`src/rtl/srcmp_pkg.sv`:
```
package srcmp_pkg;

    localparam int VAL_W = 32;
    localparam int ACC_W = 48;
    localparam int SEED_W = 16;
    localparam int CFG_IDX_W = 8;
    localparam int HALF_W = ACC_W / 2;
    localparam int PART_W = SEED_W + HALF_W;

    localparam logic [CFG_IDX_W-1:0] REG_SAMPLE_STEP = CFG_IDX_W'(0);
    localparam logic [CFG_IDX_W-1:0] REG_SEED_FRACTION = CFG_IDX_W'(1);

    localparam logic [ACC_W-1:0] ACC_MAX = {ACC_W{1'b1}};
    localparam logic [VAL_W-1:0] VAL_MAX_POS = {1'b0, {(VAL_W-1){1'b1}}};
    localparam logic [VAL_W-1:0] VAL_MAX_NEG = {1'b1, {(VAL_W-1){1'b0}}};

    // configuration as seen by the element datapath
    typedef struct packed {
        logic [ACC_W-1:0] step;
        logic [ACC_W-1:0] seed_thr;
    } cfg_t;

    // one result beat
    typedef struct packed {
        logic [VAL_W-1:0] new_value;
        logic             keep_out;
        logic [ACC_W-1:0] kept_norm;
        logic             last_out;
    } result_t;

    // saturating accumulator add
    function automatic logic [ACC_W-1:0] sat_add(input logic [ACC_W-1:0] a,
                                                 input logic [ACC_W-1:0] b);
        logic [ACC_W:0] s;
        s = {1'b0, a} + {1'b0, b};
        return s[ACC_W] ? ACC_MAX : s[ACC_W-1:0];
    endfunction

endpackage

```
`src/rtl/srcmp_cfg.sv`:
```
module srcmp_cfg (
    input  logic                            aclk,
    input  logic                            aresetn,
    input  logic                            wr_en,
    input  logic [srcmp_pkg::CFG_IDX_W-1:0] wr_index,
    input  logic [srcmp_pkg::ACC_W-1:0]     wr_data,
    output srcmp_pkg::cfg_t                 cfg
);
    import srcmp_pkg::*;

    logic [ACC_W-1:0]  step_reg, step_next;
    logic [SEED_W-1:0] seed_reg, seed_next;
    logic [PART_W-1:0] part_lo_reg, part_hi_reg;
    logic [ACC_W-1:0]  seed_thr_reg, seed_thr_next;

    always_comb begin
        step_next = step_reg;
        seed_next = seed_reg;
        if (wr_en && wr_index == REG_SAMPLE_STEP) begin
            step_next = wr_data;
        end
        if (wr_en && wr_index == REG_SEED_FRACTION) begin
            seed_next = wr_data[SEED_W-1:0];
        end
    end

    // (hi << 24 + lo) >> 16 == (hi << 8) + (lo >> 16), the product is below 2^64
    assign seed_thr_next = {part_hi_reg, {(HALF_W-SEED_W){1'b0}}}
                         + ACC_W'(part_lo_reg[PART_W-1:SEED_W]);

    always_ff @(posedge aclk) begin
        if (!aresetn) begin
            step_reg     <= '0;
            seed_reg     <= '0;
            part_lo_reg  <= '0;
            part_hi_reg  <= '0;
            seed_thr_reg <= '0;
        end else begin
            step_reg     <= step_next;
            seed_reg     <= seed_next;
            // two narrow partial products of seed times step
            part_lo_reg  <= seed_next * step_next[HALF_W-1:0];
            part_hi_reg  <= seed_next * step_next[ACC_W-1:HALF_W];
            seed_thr_reg <= seed_thr_next;
        end
    end

    assign cfg.step     = step_reg;
    assign cfg.seed_thr = seed_thr_reg;

endmodule

```
`src/rtl/srcmp_core.sv`:
```
module srcmp_core (
    input  logic                        aclk,
    input  logic                        aresetn,
    input  logic                        advance,
    input  logic [srcmp_pkg::VAL_W-1:0] elem_value,
    input  logic                        keep_in,
    input  logic                        last_in,
    input  srcmp_pkg::cfg_t             cfg,
    output srcmp_pkg::result_t          result
);
    import srcmp_pkg::*;

    logic [ACC_W-1:0] lb_reg, lb_next;
    logic [ACC_W-1:0] thr_reg, thr_next;
    logic [ACC_W-1:0] norm_reg, norm_next;
    logic             in_vec_reg;

    logic [ACC_W-1:0] lb0, thr0, norm0, magn, lb_sum;
    logic [VAL_W-1:0] abs_val;
    logic [VAL_W-1:0] value;
    logic             neg, keep_out;

    // magnitude taken at element width, then widened to the accumulators
    assign neg     = elem_value[VAL_W-1];
    assign abs_val = neg ? (~elem_value + VAL_W'(1)) : elem_value;
    assign magn    = ACC_W'(abs_val);

    // a new vector restarts from cleared sums and the seeded threshold
    assign lb0   = in_vec_reg ? lb_reg   : '0;
    assign norm0 = in_vec_reg ? norm_reg : '0;
    assign thr0  = in_vec_reg ? thr_reg  : cfg.seed_thr;
    assign lb_sum = sat_add(lb0, magn);

    always_comb begin
        lb_next   = lb0;
        thr_next  = thr0;
        norm_next = norm0;
        value     = elem_value;
        keep_out  = 1'b0;
        priority if (keep_in) begin
            norm_next = sat_add(norm0, magn);
        end else if (elem_value != '0) begin
            lb_next = lb_sum;
            if (cfg.step != '0 && thr0 < lb_sum) begin
                if (neg) begin
                    value = (cfg.step >= ACC_W'(VAL_MAX_NEG)) ? VAL_MAX_NEG
                          : (~cfg.step[VAL_W-1:0] + VAL_W'(1));
                end else begin
                    value = (cfg.step > ACC_W'(VAL_MAX_POS)) ? VAL_MAX_POS
                          : cfg.step[VAL_W-1:0];
                end
                norm_next = sat_add(norm0, cfg.step);
                thr_next  = sat_add(thr0, cfg.step);
            end else begin
                value    = '0;
                keep_out = 1'b1;
            end
        end else begin
            // zero unflagged element passes through, sums unchanged
        end
    end

    always_ff @(posedge aclk) begin
        if (!aresetn) begin
            lb_reg     <= '0;
            thr_reg    <= '0;
            norm_reg   <= '0;
            in_vec_reg <= 1'b0;
        end else if (advance) begin
            lb_reg     <= lb_next;
            thr_reg    <= thr_next;
            norm_reg   <= norm_next;
            in_vec_reg <= !last_in;
        end
    end

    assign result.new_value = value;
    assign result.keep_out  = keep_out;
    assign result.kept_norm = norm_next;
    assign result.last_out  = last_in;

endmodule

```
`src/rtl/systematic_resample_compress.sv`:
```
// systematic resampling compressor: a vector streams in one element per beat,
// signed q16.16, with tuser flagging elements kept exactly and tlast marking
// the final element. kept elements pass unchanged; other nonzero elements are
// either replaced by sign times sample_step or zeroed and flagged in m_tuser,
// and every result beat carries the running one-norm of the output so far
// (q32.16, saturating). one element is accepted per cycle unless m_tready
// stalls the output, via input and output registers; the rate is set by the
// single saturating add and compare on the running lower bound and threshold.
// the user must write configuration only while the stream is idle, unchecked;
// the seeded threshold is ready for an element taken the cycle after a write.
module systematic_resample_compress (
    input  logic                            aclk,
    input  logic                            aresetn,
    // configuration writes
    input  logic                            cfg_valid,
    output logic                            cfg_ready,
    input  logic [srcmp_pkg::CFG_IDX_W-1:0] cfg_index,
    input  logic [srcmp_pkg::ACC_W-1:0]     cfg_data,
    // element stream
    input  logic                            s_tvalid,
    output logic                            s_tready,
    input  logic [31:0]                     s_tdata,   // elem_value[31:0]
    input  logic                            s_tuser,   // keep_in
    input  logic                            s_tlast,   // last_in
    // result stream
    output logic                            m_tvalid,
    input  logic                            m_tready,
    output logic [79:0]                     m_tdata,   // new_value[31:0], kept_norm[79:32]
    output logic                            m_tuser,   // keep_out
    output logic                            m_tlast    // last_out
);
    import srcmp_pkg::*;

    cfg_t    cfg;
    result_t result;

    // input register
    logic             in_valid_reg;
    logic [VAL_W-1:0] in_value_reg;
    logic             in_keep_reg;
    logic             in_last_reg;

    // output register
    logic             out_valid_reg;
    result_t          out_reg;

    logic out_free;
    logic advance;

    // config is always taken
    assign cfg_ready = 1'b1;

    // the output register frees up when empty or when its beat is taken
    assign out_free = !out_valid_reg || m_tready;
    assign advance  = in_valid_reg && out_free;
    assign s_tready = !in_valid_reg || out_free;

    srcmp_cfg u_cfg (
        .aclk     (aclk),
        .aresetn  (aresetn),
        .wr_en    (cfg_valid && cfg_ready),
        .wr_index (cfg_index),
        .wr_data  (cfg_data),
        .cfg      (cfg)
    );

    srcmp_core u_core (
        .aclk       (aclk),
        .aresetn    (aresetn),
        .advance    (advance),
        .elem_value (in_value_reg),
        .keep_in    (in_keep_reg),
        .last_in    (in_last_reg),
        .cfg        (cfg),
        .result     (result)
    );

    // input beat capture
    always_ff @(posedge aclk) begin
        if (!aresetn) begin
            in_valid_reg <= 1'b0;
        end else if (s_tready) begin
            in_valid_reg <= s_tvalid;
        end
    end

    always_ff @(posedge aclk) begin
        if (s_tvalid && s_tready) begin
            in_value_reg <= s_tdata;
            in_keep_reg  <= s_tuser;
            in_last_reg  <= s_tlast;
        end
    end

    // result beat capture
    always_ff @(posedge aclk) begin
        if (!aresetn) begin
            out_valid_reg <= 1'b0;
        end else if (out_free) begin
            out_valid_reg <= in_valid_reg;
        end
    end

    always_ff @(posedge aclk) begin
        if (advance) begin
            out_reg <= result;
        end
    end

    assign m_tvalid = out_valid_reg;
    assign m_tdata  = {out_reg.kept_norm, out_reg.new_value};
    assign m_tuser  = out_reg.keep_out;
    assign m_tlast  = out_reg.last_out;

endmodule
```
`config.mk`:
```
export PLATFORM = sky130hd
export DESIGN_NAME = systematic_resample_compress
export DESIGN_NICKNAME = d
export VERILOG_FILES = /design/src/rtl/srcmp_pkg.sv /design/src/rtl/srcmp_cfg.sv /design/src/rtl/srcmp_core.sv /design/src/rtl/systematic_resample_compress.sv
export SDC_FILE = /design/constraint.sdc
export NUM_CORES = 2
export LEC_CHECK = 0
export ABC_AREA = 0
export BUFFER_PORTS_ARGS = -buffer_cell sky130_fd_sc_hd__clkbuf_2
export CAP_MARGIN = 10
export CORE_UTILIZATION = 60
export DETAILED_ROUTE_END_ITERATION = 6
export PLACE_DENSITY = 0.81
export SYNTH_ARGS = -nofsm -noshare
export SYNTH_HDL_FRONTEND = slang
export SYNTH_SLANG_ARGS = --single-unit
```
`constraint.sdc`:
```
create_clock -name aclk -period 18.55 [get_ports aclk]
set_input_delay 3.71 -clock aclk [delete_from_list [all_inputs] [get_ports aclk]]
set_output_delay 3.71 -clock aclk [all_outputs]
set_load 0.005 [all_outputs]
```
==> metrics.md <==
| Metric | Value |
|---|---|
| Outcome | `finished, violations left` |
| Failing checks | `design-rule violations` |
| Fin crit share | `0.666` |
| R2R setup slack | `~7.3 ns` |
| Worst Hold Class | `reg -> reg` |
| Final net count | `7,434` |
| Total gr overflow | `0` |
| Sw Pwr | `~0.00064 W` |
| Crit path launch type | `input port` |
| Hold endpoint | `u_cfg.seed_thr_reg[5]` |
| ANT cells | `0` |
| Synth Flop Type | `dfxtp_1` |
| DP Cell Count | `7,381` |
| Die Span X | `299 um` |
| GR Util All Layers | `0.386` |
| GR Util met1 | `0.496` |
| Die Area | `around 90,000 um2` |
| Slew margin rel. | `0.154` |
| Peak per-stage delay on the critical path | `0.78 ns` |
| Clock Skews | `approximately 0.038 ns` |
| Post-CTS Setup Inserts | `0` |
| Top-level port count | `180` |
| Filler instances | `7,318` |
| Gpl congestion | `1.01` |
| Reg2Reg Depth | `27` |
| Fin cells | `7,470` |
| M3 GR Usage | `0.0870` |
| Placed Area | `55,000 um2` |
| CTS Root Buffer Type | `clkbuf_16` |
| Vias/cell | `6.31` |
| Setup TNS | `0 ns` |
| Synthesized area per cell | `between 8 and 9 um2` |
| Most used cell, CP | `fa_1` |
| Post-DRT Antenna Nets | `0` |
| Clock Latency Late Sink | `~0.62 ns` |
| Unrepaired setup endpoints after global routing | `false` |
| Post-route cell area | `56,600 um2` |
| CTS H-tree depth | `2` |
| Static leakage | `roughly 26 nW` |
| Synth Instances | `~6.3k` |
| Setup-failing EPs final | `0` |
| Reg area | `~10000 um2` |
| Comb power frac | `0.120` |
| Post-route DRC | `1` |
| I/O Buffers | `178` |
| Num CTS Buffers | `between 40 and 50` |
| Row count | `about 110` |
| First-pass DRT Iterations | `7` |
| Max clock buf depth | `3` |
| HP Start | `u_cfg.part_lo_reg[21]` |
| DR vias | `around 47k` |
| Post-synth top area cell | `fa_1` |
| Vias in the first global route | `46.5k` |
| Die Span Y | `between 200 and 300 um` |
| Detailed Place HPWL | `about 130 mm` |
| Hold Buf Count CTS | `0` |
| Async S/R FF share, synth | `0` |
| Initial Util | `0.609` |
| Cell area after synthesis | `53,100 um2` |
| Core footprint | `between 80,000 and 90,000 um2` |
| Final Hold Vio Count | `0` |
| Initial antenna violation count | `2` |
| Area share of the largest cell type after synthesis | `0.232` |
| Internal | `about 0.0017 W` |
| Clock sink total | `439` |
| CP Max Fanout | `50` |
| Max Cap Violations | `0` |
| Multi-input gate area | `between 30,000 and 40,000 um2` |
| Number of flops mapped to enable cells by yosys | `about 120` |
| Power Density | `roughly 41 nW/um2` |
| Area Growth Syn to Fin | `6.60%` |
| Slowest-stage cell, CP | `mux2i_1` |
| Setup Crit Path Kind | `in -> reg` |
| Count leader, synth | `nand2_1` |
| Detailed router's first-iteration violation count | `between 4k and 5k` |
| Reg2reg end | `u_core.thr_reg[42]` |
| Sw frac | `0.277` |
| Largest net degree at the start of global routing | `80` |
| Final worst path period need | `12.36 ns` |
| CP Data Arrival Time | `12.84 ns` |
| Busiest grt layer | `met2` |
| Largest cells by area after synthesis | `fa_1 23%, dfxtp_1 12%, ha_1 11%` |
| Most common library cells after synthesis | `799 x nand2_1, 762 x inv_1, 693 x nor2_1` |
| Req. time, crit path | `19.04 ns` |
| Clock-pin slew on the worst setup and hold paths | `0.06 ns` |
| Peak supply drop | `between 0.08 and 0.09 mV` |
| Critical Path End Type | `flip-flop` |
| Part of the power in registers | `0.446` |
| Routed WL per cell | `23.2 um` |
| Post-synth cell types | `89` |
| Post-synthesis sequential area ratio | `0.187` |
| CTS tree | `yes` |
| Wirelength, routed | `173 mm` |
| Global Route met2 Usage | `0.597` |
| Worst Tran Pin Value | `between 1 and 1.5 ns` |
| Max reg flops | `80` |
| Fmax | `80.9 MHz` |
| Clock power share | `0.434` |
| Yosys reg bits | `about 440` |
| YS warnings | `0` |
| Syn Nets | `roughly 7.4k` |
| First-pass GRT wire length | `266 mm` |
| Share of layout cells above drive strength 1 | `0.0808` |
| Worst R2R Start | `in_value_reg[8]` |
| PostCTS Resize Cnt | `0` |
| Final Slew Violations | `0` |
| Hold Path Depth | `1` |
==> cell families (layout without fill, tap and decap cells) <==
group,count (synthesis),count (layout),share of synthesized area
DFF,439,439,0.187
muxes,185,185,0.0376
xor gates and xnor gates,258,258,0.0426
buffers and inverters,1054,1105,0.0752
and+or+nand+nor,2084,2084,0.175
other,1,1,0.0000706
AOI/OAI and AO/OA,1181,1181,0.145
adders and majority gates,1062,1062,0.337
==> cells in the final DEF, fill, tap and decap left out, types with 43 or more instances in the layout <==
cell type	instances
mux2i_1	59
a31oi_1	43
xor2_1	96
inv_1	760
mux2_2	114
o31ai_1	67
nor3_1	78
buf_4	76
a211oi_1	58
o21ai_0	219
nand2_1	799
a21o_1	111
nor2_1	691
and2_1	114
ha_1	446
a21oi_1	326
edfxtp_1	116
dfxtp_1	322
clkbuf_16	49
xnor2_1	162
nand3_1	88
clkbuf_2	177
fa_1	616
nand4_1	48
==> worst max-delay path by stage <==
| stage | start | to | slack [ns] |
|---|---|---|---|
| after floorplan | cfg_index[1] | u_cfg.part_hi_reg[37] | 6.78 |
| after global placement | cfg_index[1] | u_cfg.part_hi_reg[37] | 5.84 |
| after detailed placement | cfg_index[1] | u_cfg.part_hi_reg[38] | 5.73 |
| after CTS | cfg_index[1] | u_cfg.part_hi_reg[37] | 6.29 |
| after global routing | cfg_index[1] | u_cfg.part_hi_reg[38] | 5.65 |
| final | cfg_index[1] | u_cfg.part_hi_reg[38] | 6.19 |
==> metal layers <==
layer,share of wire,up-vias
met5,0.00018,-
li1,-,21016
met1,0.38,22609
met4,0.071,4
met2,0.43,2864
met3,0.12,645
==> critical path, delay by kind of cell <==
| kind | cells | cell delay, ns |
|---|---|---|
| and+or+nand+nor | 4 | 1.08 |
| AOI/OAI and AO/OA | 9 | 1.83 |
| buffers and inverters | 8 | 1.79 |
| adders and majority gates | 7 | 3.40 |
| muxes | 2 | 0.93 |
==> power groups by stage <==
stage / Combinational (W) / Sequential (W) / Clock (W)
after floorplan: 0.000171 / 0.00104 / 0
after global placement: 0.000264 / 0.00105 / 0
after detailed placement: 0.000267 / 0.00105 / 0
after CTS: 0.000269 / 0.00103 / 0.00101
after global routing: 0.000295 / 0.00103 / 0.00104
final: 0.000278 / 0.00103 / 0.00100
==> through the flow <==
stage               setup slack, ns  hold WS (ns)  power [W]  utilization
global route                   5.65         0.458    0.00237        0.649
global placement               5.84         0.420    0.00131        0.631
finish                         6.19         0.435    0.00231        0.649
detailed placement             5.73         0.421    0.00132        0.631
floorplan                      6.78         0.412    0.00122            -
CTS                            6.29         0.435    0.00231        0.649
==> area by class of cell <==
| class | instances | area share |
|---|---|---|
| Sequential cell | 439 | 0.176 |
| Clock buffer | 61 | 0.0237 |
| Tap cell | 1155 | 0.0255 |
| Multi-Input combinational cell | 4771 | 0.694 |
| Clock inverter | 28 | 0.00480 |
| Inverter | 763 | 0.0508 |
| Timing Repair Buffer | 253 | 0.0257 |
Note: power is estimated with default switching activity, not from simulation.
